### config.mk
export PLATFORM = sky130hd
export DESIGN_NAME = rfcl_lookup_seq
export DESIGN_NICKNAME = d
export VERILOG_FILES = /design/src/hw/rtl/rfcl_pkg.sv /design/src/hw/rtl/rfcl_lookup_seq.sv
export SDC_FILE = /design/constraint.sdc
export NUM_CORES = 1
export LEC_CHECK = 0
export BUFFER_PORTS_ARGS = -buffer_cell sky130_fd_sc_hd__buf_2
export CAP_MARGIN = 20
export CORE_MARGIN = 1.5
export CORE_UTILIZATION = 53
export CTS_CLUSTER_DIAMETER = 30
export DETAILED_ROUTE_END_ITERATION = 10
export GPL_ROUTABILITY_DRIVEN = 0
export GPL_TIMING_DRIVEN = 0
export MAX_ROUTING_LAYER = met4
export PLACE_DENSITY = 0.95
export SYNTH_ARGS = -nofsm -noshare
export SYNTH_HDL_FRONTEND = slang
export SYNTH_SLANG_ARGS = --single-unit
### constraint.sdc
create_clock -name clk -period 10.7 [get_ports clk]
set_input_delay 2.14 -clock clk [delete_from_list [all_inputs] [get_ports clk]]
set_output_delay 2.14 -clock clk [all_outputs]
set_load 0.02 [all_outputs]
### src/hw/rtl/rfcl_pkg.sv
// ----------------------------------------------------------------------------
// rfcl_pkg
// Shared types and codes of the regrowth fuel class lookup block.
// ----------------------------------------------------------------------------
package rfcl_pkg;

  // Field widths fixed by the transaction format
  localparam int FIELD_BITS = 16;
  localparam int CFG_INDEX_BITS = 3;
  localparam int CFG_DATA_BITS = 16;

  // Request kinds
  localparam logic REQ_WRITE  = 1'b0;
  localparam logic REQ_LOOKUP = 1'b1;

  // Configuration register indexes
  localparam logic [CFG_INDEX_BITS-1:0] CFG_MISSING_VALUE     = 3'd0;
  localparam logic [CFG_INDEX_BITS-1:0] CFG_ROWS_IN_USE       = 3'd1;
  localparam logic [CFG_INDEX_BITS-1:0] CFG_COLS_IN_USE       = 3'd2;
  localparam logic [CFG_INDEX_BITS-1:0] CFG_FIXED_MODE        = 3'd3;
  localparam logic [CFG_INDEX_BITS-1:0] CFG_FIXED_FUEL_NUMBER = 3'd4;

  // Result status codes
  typedef enum logic [1:0] {
    STATUS_OK        = 2'd0,
    STATUS_NODATA    = 2'd1,
    STATUS_NOT_FOUND = 2'd2,
    STATUS_NEG_AGE   = 2'd3
  } status_t;

  typedef struct packed {
    logic                         req_type;
    logic [5:0]                   table_row;
    logic [6:0]                   table_col;
    logic signed [FIELD_BITS-1:0] table_value;
    logic signed [FIELD_BITS-1:0] stand_age;
    logic signed [FIELD_BITS-1:0] veg_class;
  } req_t;

  typedef struct packed {
    logic signed [FIELD_BITS-1:0] fuel_number;
    status_t                      status;
  } rsp_t;

  typedef struct packed {
    logic signed [FIELD_BITS-1:0] missing_value;
    logic [6:0]                   rows_in_use;
    logic [7:0]                   cols_in_use;
    logic                         fixed_mode;
    logic signed [FIELD_BITS-1:0] fixed_fuel_number;
  } cfg_t;

endpackage

### src/hw/rtl/rfcl_lookup_seq.sv
// ----------------------------------------------------------------------------
// rfcl_lookup_seq
// Sequencer that walks the table rows through the single memory read port.
// ----------------------------------------------------------------------------
module rfcl_lookup_seq #(
  parameter int MAX_ROWS = 64,
  parameter int MAX_COLS = 128,
  parameter int KEEP_BITS = 16,
  localparam int AW = $clog2(MAX_ROWS * MAX_COLS)
) (
  input  logic                 clk,
  input  logic                 rst,
  input  rfcl_pkg::cfg_t       cfg,
  input  logic                 req_valid,
  output logic                 req_stall,
  input  rfcl_pkg::req_t       req_data,
  output logic                 rsp_valid,
  input  logic                 rsp_stall,
  output rfcl_pkg::rsp_t       rsp_data,
  output logic                 mem_wr_en,
  output logic [AW-1:0]        mem_wr_addr,
  output logic [KEEP_BITS-1:0] mem_wr_data,
  output logic [AW-1:0]        mem_rd_addr,
  input  logic [KEEP_BITS-1:0] mem_rd_data
);

  localparam int RCW = $clog2(MAX_ROWS + 1);
  localparam int CB = $clog2(MAX_COLS);
  localparam int FB = rfcl_pkg::FIELD_BITS;

  typedef enum logic [1:0] {
    IDLE,
    KEY,
    FUEL,
    FINISH
  } state_t;

  state_t               state;
  logic [AW-1:0]        base;
  logic [RCW-1:0]       row;
  logic signed [FB-1:0] age;
  logic signed [FB-1:0] cls;
  rfcl_pkg::rsp_t       res;

  logic                 accept;
  logic                 rsp_load;
  logic [RCW-1:0]       nrows;
  logic [CB-1:0]        last_col;
  logic [CB-1:0]        col_sel;
  logic signed [FB-1:0] word_val;
  logic                 match;
  logic                 last_row;

  assign req_stall = rst || (state != IDLE);
  assign accept = req_valid && !req_stall;
  assign rsp_load = (state == FINISH) && (!rsp_valid || !rsp_stall);

  // Clamp register settings to the table size, and the age to the last column in use
  always_comb begin
    if (32'(cfg.rows_in_use) > MAX_ROWS) begin
      nrows = RCW'(MAX_ROWS);
    end else begin
      nrows = RCW'(cfg.rows_in_use);
    end
    if (cfg.cols_in_use == 8'd0) begin
      last_col = '0;
    end else if (32'(cfg.cols_in_use) > MAX_COLS) begin
      last_col = CB'(MAX_COLS - 1);
    end else begin
      last_col = CB'(cfg.cols_in_use - 8'd1);
    end
    if (32'(age[FB-2:0]) > 32'(last_col)) begin
      col_sel = last_col;
    end else begin
      col_sel = CB'(age[FB-2:0]);
    end
  end

  assign word_val = FB'(signed'(mem_rd_data));
  assign match = (word_val == cls);
  assign last_row = (row == nrows - 1'b1);

  // Table writes go straight to memory on acceptance when row and column are in range
  always_comb begin
    mem_wr_en = accept && (req_data.req_type == rfcl_pkg::REQ_WRITE) &&
                (32'(req_data.table_row) < MAX_ROWS) &&
                (32'(req_data.table_col) < MAX_COLS);
    mem_wr_addr = AW'(32'(req_data.table_row) * MAX_COLS + 32'(req_data.table_col));
    mem_wr_data = KEEP_BITS'(req_data.table_value);
  end

  // Read address: key of the first row, then next key or the fuel column
  always_comb begin
    unique case (state)
      IDLE: mem_rd_addr = '0;
      KEY: begin
        if (match) begin
          mem_rd_addr = base + AW'(col_sel);
        end else begin
          mem_rd_addr = base + AW'(MAX_COLS);
        end
      end
      default: mem_rd_addr = base;
    endcase
  end

  always_ff @(posedge clk) begin
    if (rst) begin
      state     <= IDLE;
      rsp_valid <= 1'b0;
    end else begin
      // load the output register from the finished result, or drop it once taken
      if (rsp_load) begin
        rsp_valid <= 1'b1;
        rsp_data  <= res;
      end else if (rsp_valid && !rsp_stall) begin
        rsp_valid <= 1'b0;
      end
      unique case (state)
        IDLE: begin
          if (accept) begin
            age  <= req_data.stand_age;
            cls  <= req_data.veg_class;
            base <= '0;
            row  <= '0;
            priority if (req_data.req_type == rfcl_pkg::REQ_WRITE) begin
              res.fuel_number <= '0;
              res.status      <= rfcl_pkg::STATUS_OK;
              state           <= FINISH;
            end else if (req_data.stand_age == cfg.missing_value) begin
              res.fuel_number <= cfg.missing_value;
              res.status      <= rfcl_pkg::STATUS_NODATA;
              state           <= FINISH;
            end else if (cfg.fixed_mode) begin
              res.fuel_number <= cfg.fixed_fuel_number;
              res.status      <= rfcl_pkg::STATUS_OK;
              state           <= FINISH;
            end else if (nrows == '0) begin
              res.fuel_number <= cfg.missing_value;
              res.status      <= rfcl_pkg::STATUS_NOT_FOUND;
              state           <= FINISH;
            end else begin
              state <= KEY;
            end
          end
        end
        KEY: begin
          if (match) begin
            if (age[FB-1]) begin
              res.fuel_number <= cfg.missing_value;
              res.status      <= rfcl_pkg::STATUS_NEG_AGE;
              state           <= FINISH;
            end else begin
              state <= FUEL;
            end
          end else if (last_row) begin
            res.fuel_number <= cfg.missing_value;
            res.status      <= rfcl_pkg::STATUS_NOT_FOUND;
            state           <= FINISH;
          end else begin
            // advance to the next row's key
            base <= base + AW'(MAX_COLS);
            row  <= row + 1'b1;
          end
        end
        FUEL: begin
          res.fuel_number <= word_val;
          res.status      <= rfcl_pkg::STATUS_OK;
          state           <= FINISH;
        end
        FINISH: begin
          // hold until the output register is free
          if (rsp_load) begin
            state <= IDLE;
          end
        end
        default: state <= IDLE;
      endcase
    end
  end

endmodule

==> impl_metrics.env <==
export IMPL_status="finished, final reports clean"
export IMPL_post_route_period_util=0.700
export IMPL_area_growth_pct=25.3
export IMPL_via_per_inst=5.50
export IMPL_cts_hold_buffers=0
export IMPL_vias=3815
export IMPL_postSynthAreaPerCell_um2=11.6
export IMPL_cts_buffer_depth=2
export IMPL_synth_seq_cells=84
export IMPL_cts_root_buf="clkbuf_8"
export IMPL_crit_arrival_ps=5350
export IMPL_tightest_slew_ps=1000
export IMPL_core_mm2=0.00868
export IMPL_ys_types=52
export IMPL_syn_inst=406
export IMPL_required_ps=8560
export IMPL_holdCritPathClass="reg2reg"
export IMPL_num_rows=34
export IMPL_cp_max_fo=9
export IMPL_timing_fmax_mhz=134
export IMPL_nFillCells=629
export IMPL_setup_viol=0
export IMPL_totalWireLength_um=11500
export IMPL_ios=193
export IMPL_die_h_um=97.4
export IMPL_power_density_mw_per_mm2=192
export IMPL_final_cell_count_no_fill=694
export IMPL_track_usage=0.242
export IMPL_post_cts_buffers=0
export IMPL_place_worst_setup_slack_ps=3260
export IMPL_synth_top_flop_cell="edfxtp_1"
export IMPL_portBuffers=162
export IMPL_tritoncts="built"
export IMPL_fin_setup_tns_ps=0
export IMPL_cts_resized=0
export IMPL_grt_overflow_total=0
export IMPL_holdWs_ps=412
export IMPL_grt_max_degree=33
export IMPL_grt_pass1_wl_um=17500
export IMPL_timing_slew_headroom=0.328
export IMPL_cts_buffers=9
export IMPL_clk_latency_ps=370
export IMPL_wire_per_inst_um=16.5
export IMPL_nNetsFinal=729
export IMPL_grt_pass1_vias=3692
export IMPL_p_leak_uw=0.00250
export IMPL_dieWidth_um=97.4
export IMPL_synth_edff_count=81
export IMPL_critPathKind="in2out"
export IMPL_dp_hpwl_um=9320
export IMPL_mostFrequentLayoutCells="buf_2 (165), edfxtp_1 (81), xnor2_1 (47)"
export IMPL_dpl_cell_count=678
export IMPL_layout_drive_gt1_share=0.394
export IMPL_clock_sinks=84
export IMPL_start_util=0.544
export IMPL_ant_nets=0
export IMPL_syn_area_mm2=0.00472
export IMPL_drtIter0Drc=375
export IMPL_die_area_mm2=0.00949
export IMPL_num_antenna_cells=0
export IMPL_clkSlewWorstSetupHoldPaths_ps=110
export IMPL_period_minus_slack_ps=7490
export IMPL_finClkSkew_ps=17.4
export IMPL_synthArstFlopShare=0
export IMPL_antenna_found_initial=0
export IMPL_cts_htree_levels=3
export IMPL_ys_seq_area_frac=0.528
export IMPL_hold_viol=0
export IMPL_multiInputGateArea_mm2=0.00188
export IMPL_ys_warn_count=0
export IMPL_fin_ws_ps=3210
export IMPL_final_common_cell="buf_2"
export IMPL_dr_pass1_iters=8
export IMPL_endpoint_kind="output pin"
export IMPL_max_cap_viol_count=0
export IMPL_peakVddDrop_v=0.0000893
export IMPL_rsz0062_at_grt="no"
export IMPL_crit_path_start_kind="primary input"
export IMPL_regArea_mm2=0.00249
export IMPL_syn_num_nets=554
export IMPL_slew_viol_final=0
export IMPL_drc=0
## path summary, 6_finish.rpt
path	startpoint	to	slack [ps]	cells after the start
setup / recovery	cfg[19]	mem_rd_addr[0]	3210	14
hold / removal	res[9]	rsp_data[9]	410	0
setup reg to reg	cls[10]	res[15]	8040	7
hold reg to reg	res[9]	rsp_data[9]	410	0
## area by class of cell
class	instances	area share
Inverter	28	0.0178
Sequential cell	84	0.421
Timing Repair Buffer	164	0.141
Clock inverter	7	0.0125
Tap cell	108	0.0228
Clock buffer	9	0.0209
Buffer	39	0.0450
Multi-Input combinational cell	255	0.318
## critical path: stages
cell and delay (ps):
buf_2 130, or4_4 550, or3b_4 460, clkinv_1 70, maj3_1 190, ha_1 250, nor2b_1 130, o21a_1 160
o211ai_1 180, a31oi_2 210, nor2_1 320, nor2_1 110, a211oi_1 240, buf_2 210
## stage by stage
stage	total power, uW	utilization	area, um^2
2_1_floorplan	776	-	4720
3_3_place_gp	880	0.653	5670
3_5_place_dp	912	0.659	5720
4_1_cts	1130	0.682	5920
5_1_grt	1190	0.682	5920
6_report	1130	0.682	5920
## registers in the layout (all words and copies together) (netlist names)
name,cells
rsp_data,18
base,6
cls,16
state,2
row,7
res,18
rsp_valid,1
age,16
## synthesized netlist by cell type (3+ instances only)
cell type | n | share of area
nand3_1 | 10 | 0.011
inv_1 | 27 | 0.021
a31oi_1 | 4 | 0.0053
nor3b_1 | 6 | 0.0095
xnor2_1 | 47 | 0.087
a222oi_1 | 16 | 0.034
edfxtp_1 | 81 | 0.51
nand2_1 | 19 | 0.015
nand4_1 | 10 | 0.013
buf_4 | 29 | 0.046
xor2_1 | 10 | 0.019
clkbuf_1 | 6 | 0.0048
a211oi_1 | 3 | 0.0048
a21oi_1 | 8 | 0.0085
nor3_1 | 12 | 0.013
nor2b_1 | 6 | 0.0079
nor2_1 | 26 | 0.021
nand2b_1 | 3 | 0.0040
nor4_1 | 4 | 0.0053
and2_1 | 3 | 0.0040
dfxtp_1 | 3 | 0.013
ha_1 | 18 | 0.048
buf_2 | 3 | 0.0032
o21ai_0 | 13 | 0.014
o21a_2 | 3 | 0.0056
## power by group
group          total (uW)  internal [uW]  switching (uW)
clock                 224           93.2             131
sequential            499            459            39.1
combinational         412            159             253
total                1130            711             423
## kinds of logic (layout without fill, tap and decap cells)
family                   after synthesis  after routing  synth area share
buffers and inverters                 67            247            0.0787
AND/OR/NAND/NOR                      116            116             0.136
flip-flops                            84             84             0.528
multiplexers                           2              2           0.00424
AO/OA/AOI/OAI                         61             61            0.0985
XOR/XNOR                              57             57             0.106
adder cells (fa/ha/maj)               19             19            0.0498
## routing by layer
metal / GRT usage / up-vias / wire, um
met2: 0.394 / 225 / 5640
met4: 0.107 / 0 / 323
met1: 0.299 / 1743 / 4510
met3: 0.0388 / 29 / 989
li1: - / 1818 / -
met5: - / - / 0
(Power assumes the default switching activity.)
